File: src/hw/rtl/ax25_frame_header_parser_macros.svh
// assertion macros for the frame header parser, included by ax25fh_parser
`ifndef AX25_FRAME_HEADER_PARSER_MACROS_SVH
`define AX25_FRAME_HEADER_PARSER_MACROS_SVH

// condition that must hold at every clock edge out of reset
`define AX25FH_ASSERT_ALWAYS(label, cond, msg) \
    label: assert property (@(posedge clk) disable iff (!rst_n) (cond)) \
        else $error(msg);

// same-cycle implication
`define AX25FH_ASSERT_IMPLIES(label, ante, cons, msg) \
    label: assert property (@(posedge clk) disable iff (!rst_n) (ante) |-> (cons)) \
        else $error(msg);

// next-cycle implication
`define AX25FH_ASSERT_NEXT(label, ante, cons, msg) \
    label: assert property (@(posedge clk) disable iff (!rst_n) (ante) |=> (cons)) \
        else $error(msg);

`endif

File: src/hw/rtl/ax25fh_pkg.sv
// types and constants of the ax.25 frame header parser
package ax25fh_pkg;

    // most repeater addresses a frame may carry
    localparam int unsigned MAX_REPEATERS = 8;
    // destination and source come before the repeaters
    localparam int unsigned ADDR_LIMIT = 2 + MAX_REPEATERS;
    localparam int unsigned COUNT_W = $clog2(ADDR_LIMIT + 1);

    localparam logic [2:0] SSID_POS = 3'd6;
    localparam logic [7:0] PID_ESCAPE = 8'hff;
    localparam logic [7:0] UI_MASK = 8'hef;
    localparam logic [7:0] UI_CODE = 8'h03;

    typedef enum logic [3:0] {
        KIND_DST_CHAR = 4'd0,
        KIND_DST_SSID = 4'd1,
        KIND_SRC_CHAR = 4'd2,
        KIND_SRC_SSID = 4'd3,
        KIND_RPT_CHAR = 4'd4,
        KIND_RPT_SSID = 4'd5,
        KIND_CONTROL  = 4'd6,
        KIND_PID      = 4'd7,
        KIND_INFO     = 4'd8,
        KIND_DISCARD  = 4'd9
    } kind_t;

    typedef enum logic [2:0] {
        ST_OK        = 3'd0,
        ST_BAD_ADDR  = 3'd1,
        ST_TOO_MANY  = 3'd2,
        ST_MULTI_PID = 3'd3,
        ST_NO_PID    = 3'd4,
        ST_NO_INFO   = 3'd5
    } status_t;

    typedef enum logic [4:0] {
        PH_ADDR    = 5'b00001,
        PH_CTRL    = 5'b00010,
        PH_PID     = 5'b00100,
        PH_INFO    = 5'b01000,
        PH_DISCARD = 5'b10000
    } phase_t;

    // one frame byte request
    typedef struct packed {
        logic [7:0] in_byte;
        logic       end_of_frame;
    } byte_req_t;

    // one labelled byte
    typedef struct packed {
        kind_t      byte_kind;
        logic [7:0] field_value;
        logic [2:0] repeater_slot;
        logic [2:0] char_position;
        logic       frame_done;
        status_t    frame_status;
    } result_t;

    // handshake between two internal stages
    typedef struct packed {
        logic valid;
        logic take;
    } stage_ctl_t;

endpackage

File: src/hw/rtl/ax25fh_if.sv
// channel interfaces for frame bytes and labelled results
interface ax25fh_in_if;
    logic       valid;
    logic       ready;
    logic [7:0] in_byte;
    logic       end_of_frame;

    modport source (output valid, output in_byte, output end_of_frame, input ready);
    modport sink (input valid, input in_byte, input end_of_frame, output ready);
endinterface

interface ax25fh_out_if;
    logic       valid;
    logic       ready;
    logic [3:0] byte_kind;
    logic [7:0] field_value;
    logic [2:0] repeater_slot;
    logic [2:0] char_position;
    logic       frame_done;
    logic [2:0] frame_status;

    modport source (
        output valid, output byte_kind, output field_value, output repeater_slot,
        output char_position, output frame_done, output frame_status, input ready
    );
    modport sink (
        input valid, input byte_kind, input field_value, input repeater_slot,
        input char_position, input frame_done, input frame_status, output ready
    );
endinterface

File: src/hw/rtl/ax25fh_in_reg.sv
// input register holding one frame byte request
module ax25fh_in_reg (
    input  logic               clk,
    input  logic               rst_n,
    ax25fh_in_if.sink          bytes,
    input  logic               req_take,
    output logic               req_valid,
    output ax25fh_pkg::byte_req_t req
);
    import ax25fh_pkg::*;

    logic      valid_reg;
    byte_req_t req_reg;
    logic      accept;

    // free when empty or when the held request moves on this cycle
    assign bytes.ready = !valid_reg || req_take;
    assign accept = bytes.valid && bytes.ready;

    // occupancy
    always_ff @(posedge clk or negedge rst_n)
    begin
        if (!rst_n)
        begin
            valid_reg <= 1'b0;
        end
        else if (accept)
        begin
            valid_reg <= 1'b1;
        end
        else if (req_take)
        begin
            valid_reg <= 1'b0;
        end
    end

    // payload
    always_ff @(posedge clk)
    begin
        if (accept)
        begin
            req_reg.in_byte <= bytes.in_byte;
            req_reg.end_of_frame <= bytes.end_of_frame;
        end
    end

    assign req_valid = valid_reg;
    assign req = req_reg;

endmodule

File: src/hw/rtl/ax25fh_parser.sv
// frame parse state and per-byte labelling logic
`include "ax25_frame_header_parser_macros.svh"

module ax25fh_parser (
    input  logic                  clk,
    input  logic                  rst_n,
    input  logic                  req_valid,
    input  ax25fh_pkg::byte_req_t req,
    input  logic                  res_ready,
    output ax25fh_pkg::stage_ctl_t ctl,
    output ax25fh_pkg::result_t   res
);
    import ax25fh_pkg::*;

    phase_t             phase_reg, phase_next;
    logic [2:0]         pos_reg, pos_next;
    logic [COUNT_W-1:0] count_reg, count_next;
    status_t            err_reg, err_next;
    logic               needs_pid;
    logic               is_rpt;
    logic               take;
    status_t            status;
    logic [7:0]         b;

    assign b = req.in_byte;
    assign take = req_valid && res_ready;
    assign ctl.valid = req_valid;
    assign ctl.take = take;
    assign is_rpt = (count_reg >= COUNT_W'(2));

    // label the byte and work out the next parse state
    always_comb
    begin
        phase_next = phase_reg;
        pos_next = pos_reg;
        count_next = count_reg;
        err_next = err_reg;
        needs_pid = 1'b0;
        status = ST_OK;
        res.byte_kind = KIND_DISCARD;
        res.field_value = b;
        res.repeater_slot = 3'd0;
        res.char_position = 3'd0;
        res.frame_done = req.end_of_frame;

        case (phase_reg)
            PH_ADDR:
            begin
                if (pos_reg == 3'd0 && count_reg >= COUNT_W'(ADDR_LIMIT))
                begin
                    err_next = ST_TOO_MANY;
                    phase_next = PH_DISCARD;
                end
                else if (pos_reg < SSID_POS && b[0])
                begin
                    err_next = ST_BAD_ADDR;
                    phase_next = PH_DISCARD;
                end
                else
                begin
                    if (is_rpt)
                    begin
                        res.repeater_slot = count_reg[2:0] - 3'd2;
                    end
                    res.char_position = pos_reg;
                    if (pos_reg < SSID_POS)
                    begin
                        // callsign character
                        if (count_reg == COUNT_W'(0))
                            res.byte_kind = KIND_DST_CHAR;
                        else if (count_reg == COUNT_W'(1))
                            res.byte_kind = KIND_SRC_CHAR;
                        else
                            res.byte_kind = KIND_RPT_CHAR;
                        res.field_value = {1'b0, b[7:1]};
                        pos_next = pos_reg + 3'd1;
                        if (req.end_of_frame)
                            status = ST_BAD_ADDR;
                    end
                    else
                    begin
                        // ssid byte, extension bit ends the address field
                        if (count_reg == COUNT_W'(0))
                            res.byte_kind = KIND_DST_SSID;
                        else if (count_reg == COUNT_W'(1))
                            res.byte_kind = KIND_SRC_SSID;
                        else
                            res.byte_kind = KIND_RPT_SSID;
                        pos_next = 3'd0;
                        if (b[0])
                            phase_next = PH_CTRL;
                        else
                            count_next = count_reg + COUNT_W'(1);
                    end
                end
            end
            PH_CTRL:
            begin
                // i frame or ui frame carries a pid
                res.byte_kind = KIND_CONTROL;
                needs_pid = !b[0] || ((b & UI_MASK) == UI_CODE);
                phase_next = needs_pid ? PH_PID : PH_INFO;
                if (req.end_of_frame && needs_pid)
                    status = ST_NO_PID;
            end
            PH_PID:
            begin
                if (b == PID_ESCAPE)
                begin
                    err_next = ST_MULTI_PID;
                    phase_next = PH_DISCARD;
                end
                else
                begin
                    res.byte_kind = KIND_PID;
                    phase_next = PH_INFO;
                    if (req.end_of_frame)
                        status = ST_NO_INFO;
                end
            end
            PH_INFO:
            begin
                res.byte_kind = KIND_INFO;
            end
            PH_DISCARD:
            begin
                res.byte_kind = KIND_DISCARD;
            end
            default:
            begin
                res.byte_kind = KIND_DISCARD;
            end
        endcase

        // first error wins, status only on the last byte
        if (err_next != ST_OK)
            status = err_next;
        if (!req.end_of_frame)
            status = ST_OK;
        res.frame_status = status;

        // back to the start for the next frame
        if (req.end_of_frame)
        begin
            phase_next = PH_ADDR;
            pos_next = 3'd0;
            count_next = '0;
            err_next = ST_OK;
        end
    end

    // parse state
    always_ff @(posedge clk or negedge rst_n)
    begin
        if (!rst_n)
        begin
            phase_reg <= PH_ADDR;
            pos_reg <= 3'd0;
            count_reg <= '0;
            err_reg <= ST_OK;
        end
        else if (take)
        begin
            phase_reg <= phase_next;
            pos_reg <= pos_next;
            count_reg <= count_next;
            err_reg <= err_next;
        end
    end

    `AX25FH_ASSERT_ALWAYS(a_pos_range, pos_reg <= SSID_POS, "address offset out of range")
    `AX25FH_ASSERT_ALWAYS(a_count_range, count_reg <= COUNT_W'(ADDR_LIMIT), "address count too high")
    `AX25FH_ASSERT_NEXT(a_frame_restart, take && req.end_of_frame, phase_reg == PH_ADDR && pos_reg == 3'd0 && count_reg == '0 && err_reg == ST_OK, "parser not reset after frame end")
    `AX25FH_ASSERT_IMPLIES(a_err_discard, err_reg != ST_OK, phase_reg == PH_DISCARD, "error held outside discard phase")
    `AX25FH_ASSERT_IMPLIES(a_status_on_end, req_valid && !req.end_of_frame, res.frame_status == ST_OK, "status given before frame end")

endmodule

File: src/hw/rtl/ax25fh_out_reg.sv
// result register driving the labelled byte channel
module ax25fh_out_reg (
    input  logic                clk,
    input  logic                rst_n,
    input  logic                res_valid,
    input  ax25fh_pkg::result_t res,
    output logic                res_ready,
    ax25fh_out_if.source        labels
);
    import ax25fh_pkg::*;

    logic    valid_reg;
    result_t res_reg;
    logic    load;

    // take a new result when empty or when the held one leaves
    assign res_ready = !valid_reg || labels.ready;
    assign load = res_valid && res_ready;

    // occupancy
    always_ff @(posedge clk or negedge rst_n)
    begin
        if (!rst_n)
        begin
            valid_reg <= 1'b0;
        end
        else if (res_ready)
        begin
            valid_reg <= res_valid;
        end
    end

    // payload
    always_ff @(posedge clk)
    begin
        if (load)
        begin
            res_reg <= res;
        end
    end

    assign labels.valid = valid_reg;
    assign labels.byte_kind = res_reg.byte_kind;
    assign labels.field_value = res_reg.field_value;
    assign labels.repeater_slot = res_reg.repeater_slot;
    assign labels.char_position = res_reg.char_position;
    assign labels.frame_done = res_reg.frame_done;
    assign labels.frame_status = res_reg.frame_status;

endmodule

File: src/hw/rtl/ax25_frame_header_parser.sv
// top level of the ax.25 frame header parser
//
//   channel        side   carries
//   frame_bytes    sink   in_byte, end_of_frame
//   byte_labels    source byte_kind, field_value, repeater_slot, char_position,
//                         frame_done, frame_status
//
// one byte per cycle sustained while byte_labels does not stall; a request reaches its
// labelled result through the input register, then parse logic into the result register
// the parse state updates when a byte moves from the input to the result register
// asynchronous reset empties both registers and returns the parser to address phase
// a stall on byte_labels fills the result and input registers, then drops ready
module ax25_frame_header_parser (
    input  logic         clk,
    input  logic         rst_n,
    ax25fh_in_if.sink    frame_bytes,
    ax25fh_out_if.source byte_labels
);
    import ax25fh_pkg::*;

    logic       req_valid;
    byte_req_t  req;
    result_t    res;
    logic       res_ready;
    stage_ctl_t ctl;

    // input register
    ax25fh_in_reg u_in_reg (
        .clk       (clk),
        .rst_n     (rst_n),
        .bytes     (frame_bytes),
        .req_take  (ctl.take),
        .req_valid (req_valid),
        .req       (req)
    );

    // parse state and labelling
    ax25fh_parser u_parser (
        .clk       (clk),
        .rst_n     (rst_n),
        .req_valid (req_valid),
        .req       (req),
        .res_ready (res_ready),
        .ctl       (ctl),
        .res       (res)
    );

    // result register
    ax25fh_out_reg u_out_reg (
        .clk       (clk),
        .rst_n     (rst_n),
        .res_valid (ctl.valid),
        .res       (res),
        .res_ready (res_ready),
        .labels    (byte_labels)
    );

endmodule
File: src/flat_wrapper.sv
// flat-port wrapper written by rule: the top's interface ports become plain ports
module ax25_frame_header_parser_flat import ax25fh_pkg::*;
  (clk, rst_n, frame_bytes_valid, frame_bytes_in_byte, frame_bytes_end_of_frame, frame_bytes_ready, byte_labels_valid, byte_labels_byte_kind, byte_labels_field_value, byte_labels_repeater_slot, byte_labels_char_position, byte_labels_frame_done, byte_labels_frame_status, byte_labels_ready);
  ax25fh_in_if frame_bytes_i ();
  ax25fh_out_if byte_labels_i ();
  input  logic clk;
  input  logic rst_n;
  input wire logic [$bits(frame_bytes_i.valid)-1:0] frame_bytes_valid;
  input wire logic [$bits(frame_bytes_i.in_byte)-1:0] frame_bytes_in_byte;
  input wire logic [$bits(frame_bytes_i.end_of_frame)-1:0] frame_bytes_end_of_frame;
  output wire logic [$bits(frame_bytes_i.ready)-1:0] frame_bytes_ready;
  output wire logic [$bits(byte_labels_i.valid)-1:0] byte_labels_valid;
  output wire logic [$bits(byte_labels_i.byte_kind)-1:0] byte_labels_byte_kind;
  output wire logic [$bits(byte_labels_i.field_value)-1:0] byte_labels_field_value;
  output wire logic [$bits(byte_labels_i.repeater_slot)-1:0] byte_labels_repeater_slot;
  output wire logic [$bits(byte_labels_i.char_position)-1:0] byte_labels_char_position;
  output wire logic [$bits(byte_labels_i.frame_done)-1:0] byte_labels_frame_done;
  output wire logic [$bits(byte_labels_i.frame_status)-1:0] byte_labels_frame_status;
  input wire logic [$bits(byte_labels_i.ready)-1:0] byte_labels_ready;
  assign frame_bytes_i.valid = frame_bytes_valid;
  assign frame_bytes_i.in_byte = frame_bytes_in_byte;
  assign frame_bytes_i.end_of_frame = frame_bytes_end_of_frame;
  assign frame_bytes_ready = frame_bytes_i.ready;
  assign byte_labels_valid = byte_labels_i.valid;
  assign byte_labels_byte_kind = byte_labels_i.byte_kind;
  assign byte_labels_field_value = byte_labels_i.field_value;
  assign byte_labels_repeater_slot = byte_labels_i.repeater_slot;
  assign byte_labels_char_position = byte_labels_i.char_position;
  assign byte_labels_frame_done = byte_labels_i.frame_done;
  assign byte_labels_frame_status = byte_labels_i.frame_status;
  assign byte_labels_i.ready = byte_labels_ready;
  ax25_frame_header_parser u_core (.clk(clk), .rst_n(rst_n), .frame_bytes(frame_bytes_i), .byte_labels(byte_labels_i));
endmodule
File: config.mk
export PLATFORM = sky130hd
export DESIGN_NAME = ax25_frame_header_parser_flat
export DESIGN_NICKNAME = d
export VERILOG_FILES = /design/src/hw/rtl/ax25fh_pkg.sv /design/src/hw/rtl/ax25fh_if.sv /design/src/hw/rtl/ax25fh_in_reg.sv /design/src/hw/rtl/ax25fh_parser.sv /design/src/hw/rtl/ax25fh_out_reg.sv /design/src/hw/rtl/ax25_frame_header_parser.sv /design/src/flat_wrapper.sv
export VERILOG_INCLUDE_DIRS = /design/src /design/src/hw/rtl
export SDC_FILE = /design/constraint.sdc
export NUM_CORES = 1
export LEC_CHECK = 0
export ABC_AREA = 0
export BUFFER_PORTS_ARGS = -buffer_cell sky130_fd_sc_hd__buf_2
export CORE_UTILIZATION = 35
export DETAILED_ROUTE_END_ITERATION = 8
export PLACE_DENSITY = 0.5
export SLEW_MARGIN = 20
export SYNTH_ARGS = -nofsm -noshare
export SYNTH_HDL_FRONTEND = slang
export SYNTH_SLANG_ARGS = --single-unit
File: constraint.sdc
create_clock -name clk -period 4.4 [get_ports clk]
set_clock_uncertainty 0.2 [all_clocks]
set_input_delay 0.44 -clock clk [delete_from_list [all_inputs] [get_ports clk]]
set_output_delay 0.44 -clock clk [all_outputs]
set_load 0.01 [all_outputs]
==> results.toml, run 1 <==
[route]
routedWlPerCell_microns = 15.4
finalWirelength_mm = 5.32
highest_layer = "met4"
routedLengthMet1_mm = 2.68
detailedRoute.firstIterationViolations = 128
drtPass1Iterations = 4
ant_nets = 0
drc_errors = 0
met2_wirelength_mm = 2.29
via_per_inst = 5.21
dr_total_vias = 1801
wl_met3_microns = 316

[synthesis]
synth-async-reset-ratio_pct = 35.4
ys_dominant_reg_cell = "sky130_fd_sc_hd__edfxtp_1"
netlist-cell-type-count = 57
netlist_area_sq_um = 2520
synth_enable_flop_cells = 31
yosysSeqAreaShare_pct = 53.9
postSynthNetCount = 232
avgSynthCellArea_sq_um = 11.9
postSynthRegisterBits = 48
netlist_instances = 211
yosys_warnings = 0

[grt]
groute.usage.overall_pct = 14.9
grt_pass1_vias = 1684
grt_antenna_before_repair = 0
wire_length_of_the_first_global_routing_pass_mm = 8.52
grt_start_max_net_pins = 20
grt_overflow = 0

[timing]
finalHoldViolations = 0
report.final.slew_viol_count = 0
setup_tns_ns = 0
post_layout_minimum_cycle_time_ns = 2.42
final.period_utilization_pct = 55.0
worst_case_headroom_to_the_max_slew_limit_pct = 51.7
max_clock_freq_mhz = 413
max_slew.worst_pin.slew_ns = 0.724
setup_repair_after_global_routing_missed_its_margin = "no"
timing.final.setup_violations = 0

[power_and_ir_drop]
pwr_density_cell_nw_per_um2 = 516
ir_worst_vdd_mv = 0.235
static-leakage-power_nw = 1.15

[die]
die_width_microns = 86.9
core.rowCount = 30
design.core.area_sq_um = 6870
initial_utilization_pct = 36.7
top_level_ports = 37
floorplan.die.height_microns = 86.9
fp.dieArea_sq_um = 7540

[flow_run]
maxCapViolations = 0

[cts]
cts_buffer_depth = 2
tritoncts_num_sinks = 48
post-cts-setup-buffer-count = 0
cts_root_buf = "sky130_fd_sc_hd__clkbuf_8"
cts-resized-gates = 0
clkTransAtPathRegs_ns = 0.09
cts_inserted_buffers = 5
htreeDepth = 2
clk_latency_ns = 0.30
tritoncts = "done"

[setup_path]
worst-endpoint-arrival_ns = 2.28
criticalPathCategory = "register to register"
reg2regPathDepth = 6
setup.reg_to_reg.worst_slack_ns = 1.98
regToRegStartpoint = "u_core.u_parser.pos_reg[1]"
worstSetupEndpoint = "u_core.u_out_reg.labels.field_value[2]"
worst_r2r_endpoint = "u_core.u_out_reg.labels.field_value[2]"
critical_path.startpoint = "u_core.u_parser.pos_reg[1]"
startpoint_type = "register"
critical_path.endpoint_type = "register"
largest_fanout_on_the_critical_path = 8
cp.required_ns = 4.26

[finish]
growth_of_design_area_from_synthesis_to_finish_pct = 14.3
insertedDiodeCount = 0
layout-drive-gt1-share_pct = 25.2
fin_nets = 270
fin_area_sq_um = 2880
flip_flop_count_of_the_largest_register_all_copies_and_words_added = 9

[min_path]
min_path_type = "primary input to register"
hp-start = "frame_bytes_in_byte[4]"

[outcome]
outcome = "complete, no violations"

[placed_design]
place_congestion = 0.879
io_buffers = 36
placedInstanceArea_sq_um = 2790
dp_hpwl_mm = 3.94
cells in the final DEF (no fill, tap or decap), drive strengths merged, types with 2 or more instances in the layout:
master / n
a211o: 2
a21o: 2
a21oi: 7
a221oi: 2
a22o: 2
a2bb2oi: 2
a31oi: 2
a32o: 3
and2b: 2
and3: 3
buf: 37
clkbuf: 7
dfrtp: 16
edfxtp: 31
ha: 8
inv: 10
mux2: 6
nand2: 17
nand2b: 7
nand3: 5
nand3b: 3
nand4: 6
nor2: 20
nor3: 6
nor4: 4
o211ai: 3
o21a: 2
o21ai: 9
o22ai: 2
o311ai: 2
o31ai: 2
or4b: 2
worst max-delay path, cell delays in order (launching register included):
cell and delay, ns:
sky130_fd_sc_hd__dfrtp_1 0.45, sky130_fd_sc_hd__inv_1 0.15, sky130_fd_sc_hd__ha_1 0.21, sky130_fd_sc_hd__nand3b_1 0.15, sky130_fd_sc_hd__a21oi_4 0.10, sky130_fd_sc_hd__nor4_4 0.53
sky130_fd_sc_hd__mux2_2 0.40
per-stage QoR:
step	cells	hold slack (ns)	power [mW]	utilization, %	worst slack, ns
after floorplan	211	-0.0556	1.10	-	1.91
after global routing	346	0.100	1.58	41.9	1.80
final	346	0.110	1.49	41.9	1.98
after CTS	346	0.105	1.49	41.9	1.98
after detailed placement	337	0.192	1.24	40.6	1.90
after global placement	337	0.197	1.25	40.6	1.86
worst min path at each step:
stage	to	slack, ns	depth (start not counted)
finish	u_core.u_in_reg.req[5]	0.11	1
floorplan	u_core.u_in_reg.req_valid	-0.06	0
global route	u_core.u_in_reg.req[0]	0.10	1
global placement	u_core.u_parser.phase_reg[2]	0.20	1
detailed placement	u_core.u_parser.phase_reg[2]	0.19	1
CTS	u_core.u_in_reg.req[0]	0.11	1
layer usage:
metal | track usage [%] | vias up
li1 | - | 885
met1 | 21.9 | 850
met2 | 22.5 | 62
met3 | 2.94 | 4
met4 | 4.09 | 0
met5 | 0 | -
cell usage after synthesis (2+ instances only):
master | n | area share [%]
sky130_fd_sc_hd__nand4_1 | 6 | 1.5
sky130_fd_sc_hd__edfxtp_1 | 31 | 37
sky130_fd_sc_hd__a221oi_2 | 2 | 1.2
sky130_fd_sc_hd__o21a_1 | 2 | 0.60
sky130_fd_sc_hd__clkbuf_1 | 3 | 0.45
sky130_fd_sc_hd__nand2b_1 | 7 | 1.7
sky130_fd_sc_hd__mux2_2 | 6 | 2.7
sky130_fd_sc_hd__dfrtp_1 | 16 | 16
sky130_fd_sc_hd__nand3b_1 | 3 | 0.89
sky130_fd_sc_hd__nand2_1 | 16 | 2.4
sky130_fd_sc_hd__nor3_4 | 2 | 1.3
sky130_fd_sc_hd__and2b_1 | 2 | 0.60
sky130_fd_sc_hd__a22o_1 | 2 | 0.70
sky130_fd_sc_hd__and3_1 | 3 | 0.74
sky130_fd_sc_hd__a2bb2oi_1 | 2 | 0.70
sky130_fd_sc_hd__a21oi_1 | 6 | 1.2
sky130_fd_sc_hd__ha_1 | 8 | 4.0
sky130_fd_sc_hd__o22ai_1 | 2 | 0.50
sky130_fd_sc_hd__o21ai_0 | 9 | 1.8
sky130_fd_sc_hd__a32o_1 | 3 | 1.2
sky130_fd_sc_hd__o311ai_0 | 2 | 0.70
sky130_fd_sc_hd__a211o_1 | 2 | 0.70
sky130_fd_sc_hd__a31oi_1 | 2 | 0.50
sky130_fd_sc_hd__o211ai_1 | 3 | 0.89
sky130_fd_sc_hd__nor4_4 | 3 | 2.5
sky130_fd_sc_hd__o31ai_1 | 2 | 0.60
sky130_fd_sc_hd__nor3_1 | 4 | 0.79
sky130_fd_sc_hd__nand3_1 | 5 | 0.99
sky130_fd_sc_hd__inv_1 | 10 | 1.5
sky130_fd_sc_hd__nor2_1 | 19 | 2.8
sky130_fd_sc_hd__a21o_1 | 2 | 0.60
where the power goes:
part           switching [mW]  total (mW)  internal, mW
sequential             0.0909       0.682         0.591
clock                   0.140       0.252         0.112
combinational           0.330       0.552         0.222
area by class of cell:
cell class / instances / area, sq um
clock inverters: 1 / 5.00
multi-input cells: 146 / 1080
fillers: 655 / 3990
inverters: 10 / 37.5
flip-flops and latches: 48 / 1360
repair buffers: 38 / 198
well taps: 96 / 120
clock buffers: 7 / 76.3
what timing repair did:
| action | 4_1_cts | 5_1_grt |
|---|---|---|
| hold endpoints to repair | 16 | 0 |
| endpoints found under the setup margin | 0 | 0 |
| hold buffers | 1 | 0 |
cells by family after synthesis:
| group | after synthesis | synth area share, % |
|---|---|---|
| XOR/XNOR | 1 | 0.348 |
| buffers and inverters | 17 | 3.08 |
| AND/OR/NAND/NOR | 79 | 19.7 |
| AO/OA/AOI/OAI | 51 | 16.0 |
| adder cells (fa/ha/maj) | 8 | 3.97 |
| flip-flops | 48 | 53.9 |
| multiplexers | 7 | 3.08 |
No activity file was read; power rests on OpenSTA's default activity.
==> inputs of run 2 (changes only) <==
--- a/config.mk
+++ b/config.mk
@@ -6,11 +6,11 @@
 export SDC_FILE = /design/constraint.sdc
 export NUM_CORES = 1
 export LEC_CHECK = 0
-export ABC_AREA = 0
+export ABC_AREA = 1
 export BUFFER_PORTS_ARGS = -buffer_cell sky130_fd_sc_hd__buf_2
 export CORE_UTILIZATION = 35
 export DETAILED_ROUTE_END_ITERATION = 8
-export PLACE_DENSITY = 0.5
+export PLACE_DENSITY = 0.51
 export SLEW_MARGIN = 20
 export SYNTH_ARGS = -nofsm -noshare
 export SYNTH_HDL_FRONTEND = slang
==> constraint.sdc (replaced) <==
create_clock -name clk -period 2.3 [get_ports clk]
set_clock_uncertainty 0.2 [all_clocks]
set_input_delay 0.23 -clock clk [delete_from_list [all_inputs] [get_ports clk]]
set_output_delay 0.23 -clock clk [all_outputs]
set_load 0.01 [all_outputs]
==> results.toml, run 2 <==
[finish]
layout_common_cells = "56 x sky130_fd_sc_hd__nand2_1, 36 x sky130_fd_sc_hd__buf_2, 31 x sky130_fd_sc_hd__inv_1, 31 x sky130_fd_sc_hd__edfxtp_1, 29 x sky130_fd_sc_hd__nor2_1"
layout-drive-gt1-share_pct = 24.1
insertedDiodeCount = 0
flip_flop_count_of_the_largest_register_all_copies_and_words_added = 9
fin_nets = 331
most_common_library_cell_in_the_layout_ignoring_fill_and_taps = "sky130_fd_sc_hd__nand2_1"
growth_of_design_area_from_synthesis_to_finish_pct = 21.0

[placed_design]
dp_hpwl_mm = 3.50
io_buffers = 36
place_congestion = 0.798

[setup_path]
worst-endpoint-arrival_ns = 2.10
largest_fanout_on_the_critical_path = 9
cp.required_ns = 2.35
cpLargestDelayFamily = "simple AND/OR/NAND/NOR gates"
number_of_stages_on_the_worst_setup_path = 10
critical_path.max_stage_delay_ns = 0.50
cpMostUsedCell = "sky130_fd_sc_hd__nand2_1"
crit_chain = "ha_1, nand2_1, nand2_2, nand2_4, nand2_2, o21ai_4, o21ai_4, nor2_4, nand2_1, nand2_1"
startpoint_type = "register"
critPathSlowestCell = "sky130_fd_sc_hd__dfrtp_1"
path_buf_inv = 0
critical_path.endpoint_type = "register"
reg2regPathDepth = 10
criticalPathCategory = "register to register"

[grt]
grt_pass1_vias = 1772
groute.usage.overall_pct = 15.1
grt_antenna_before_repair = 0
grt_start_max_net_pins = 19
grt_overflow = 0
wire_length_of_the_first_global_routing_pass_mm = 8.38

[die]
initial_utilization_pct = 37.3
floorplan.die.height_microns = 85.2
top_level_ports = 37
core.rowCount = 29
design.core.area_sq_um = 6490
die_width_microns = 85.2
fp.dieArea_sq_um = 7250

[flow_run]
maxCapViolations = 0

[min_path]
min_delay_path_depth = 4
min_path_type = "primary input to register"

[timing]
worst_hold_slack_ns = 0.0160
finalHoldViolations = 0
setup_tns_ns = 0
max_clock_freq_mhz = 489
setup_repair_after_global_routing_missed_its_margin = "no"
post_layout_minimum_cycle_time_ns = 2.05
worst_case_headroom_to_the_max_slew_limit_pct = 57.5
timing.final.setup_violations = 0
final.period_utilization_pct = 89.0
report.final.slew_viol_count = 0
max_slew.worst_pin.slew_ns = 0.630

[route]
dr_total_vias = 1805
highest_layer = "met4"
drc_errors = 0
ant_nets = 0
routedWlPerCell_microns = 12.5
wl_met3_microns = 127
finalWirelength_mm = 4.85
routedLengthMet1_mm = 2.44
met2_wirelength_mm = 2.18
detailedRoute.firstIterationViolations = 82
via_per_inst = 4.65
drtPass1Iterations = 4

[power_and_ir_drop]
ir_worst_vdd_mv = 0.313
pwr_density_cell_nw_per_um2 = 953
total_power_mw = 2.79
static-leakage-power_nw = 1.36

[synthesis]
netlist_area_sq_um = 2420
synth_top_area_share_pct = 38.4
avgSynthCellArea_sq_um = 9.57
netlist_instances = 253
netlist-cell-type-count = 34
postSynthNetCount = 274
synthDominantAreaCellType = "sky130_fd_sc_hd__edfxtp_1"
yosys-top-cells-area = "sky130_fd_sc_hd__edfxtp_1 38%, sky130_fd_sc_hd__dfrtp_1 17%, sky130_fd_sc_hd__nand2_1 8.7%, sky130_fd_sc_hd__inv_1 4.8%, sky130_fd_sc_hd__nor2_1 4.5%"
postSynthRegisterBits = 48
synth-async-reset-ratio_pct = 35.4
synth.most_common_cell = "sky130_fd_sc_hd__nand2_1"
yosysSeqAreaShare_pct = 56.1
yosys_warnings = 0
synth.top_cells.by_count = "56 x sky130_fd_sc_hd__nand2_1, 31 x sky130_fd_sc_hd__edfxtp_1, 31 x sky130_fd_sc_hd__inv_1"
synth_enable_flop_cells = 31
ys_dominant_reg_cell = "sky130_fd_sc_hd__edfxtp_1"

[cts]
cts-resized-gates = 0
clkTransAtPathRegs_ns = 0.09
tritoncts_num_sinks = 48
cts_buffer_depth = 2
tritoncts = "done"
clk_latency_ns = 0.31
htreeDepth = 2
cts_root_buf = "sky130_fd_sc_hd__clkbuf_8"
cts_inserted_buffers = 5

[outcome]
outcome = "complete, no violations"
[run 2: changes by cell type after synthesis, sizes merged, moves of 4 or more]
cell | previous run | this run
o21ai | 9 | 18
nand4 | 6 | 2
inv | 10 | 36
nor2 | 20 | 37
nand3 | 5 | 18
mux2 | 6 | 1
nand2b | 7 | 0
nand2 | 17 | 61
[run 2: path summary, 6_finish.rpt]
path                                                 endpoint  slack (ns)                          from
worst max-delay path             u_core.u_parser.count_reg[0]        0.25  u_core.u_parser.count_reg[1]
worst min-delay path            u_core.u_out_reg.labels.valid        0.02             byte_labels_ready
worst max register to register   u_core.u_parser.count_reg[0]        0.25  u_core.u_parser.count_reg[1]
worst min register to register  u_core.u_out_reg.labels.valid        0.32     u_core.u_in_reg.req_valid
max in group asynchronous        u_core.u_parser.phase_reg[0]        1.35                         rst_n
min in group asynchronous          u_core.u_parser.err_reg[0]        0.19                         rst_n
[run 2: what timing repair did]
item | 4_1_cts | 5_1_grt
endpoints found under the hold margin | 26 | 0
hold buffers | 11 | 0
setup buffers | 0 | 0
[run 2: per-stage QoR]
step | instances | instance area, sq um | worst slack (ns) | util [%]
after detailed placement | 369 | 2730 | 0.275 | 42.0
after CTS | 388 | 2930 | 0.246 | 45.1
final | 388 | 2930 | 0.254 | 45.1
after floorplan | 253 | 2420 | 0.251 | -
after global routing | 388 | 2930 | 0.107 | 45.1
after global placement | 369 | 2730 | 0.295 | 42.0
[run 2: per-layer routing]
metal | track usage [%] | up-vias
li1 | - | 947
met1 | 20.4 | 822
met4 | 6.78 | 0
met3 | 2.92 | 8
met5 | 0 | -
met2 | 23.5 | 28
[run 2: logic make-up after synthesis]
| group | share of synthesized area [%] |
|---|---|
| and+or+nand+nor | 23.3 |
| muxes | 0.465 |
| adders and majority gates | 4.13 |
| AOI/OAI and AO/OA | 9.41 |
| xor gates and xnor gates | 0.724 |
| buffers and inverters | 5.94 |
| DFF | 56.1 |
[run 2: tightest hold or removal path, stage by stage]
cell                      delay (ns)
sky130_fd_sc_hd__buf_2          0.08
sky130_fd_sc_hd__inv_1          0.07
sky130_fd_sc_hd__nand2_1        0.06
sky130_fd_sc_hd__nand2_1        0.04
[run 2: report_power, final]
| part | internal [mW] | leakage, nW | switching (mW) |
|---|---|---|---|
| clock | 0.216 | 0.0404 | 0.300 |
| combinational | 0.366 | 0.799 | 0.629 |
| sequential | 1.14 | 0.521 | 0.136 |
| total | 1.73 | 1.36 | 1.06 |
[run 2: cell type report]
| class | count | area [sq um] |
|---|---|---|
| fill | 641 | 3570 |
| sequential | 48 | 1360 |
| multi-input combinational | 167 | 920 |
| timing repair buffer | 52 | 328 |
| inverter | 36 | 135 |
| tap | 77 | 96.3 |
| clock buffer | 5 | 68.8 |
| clock inverter | 3 | 23.8 |
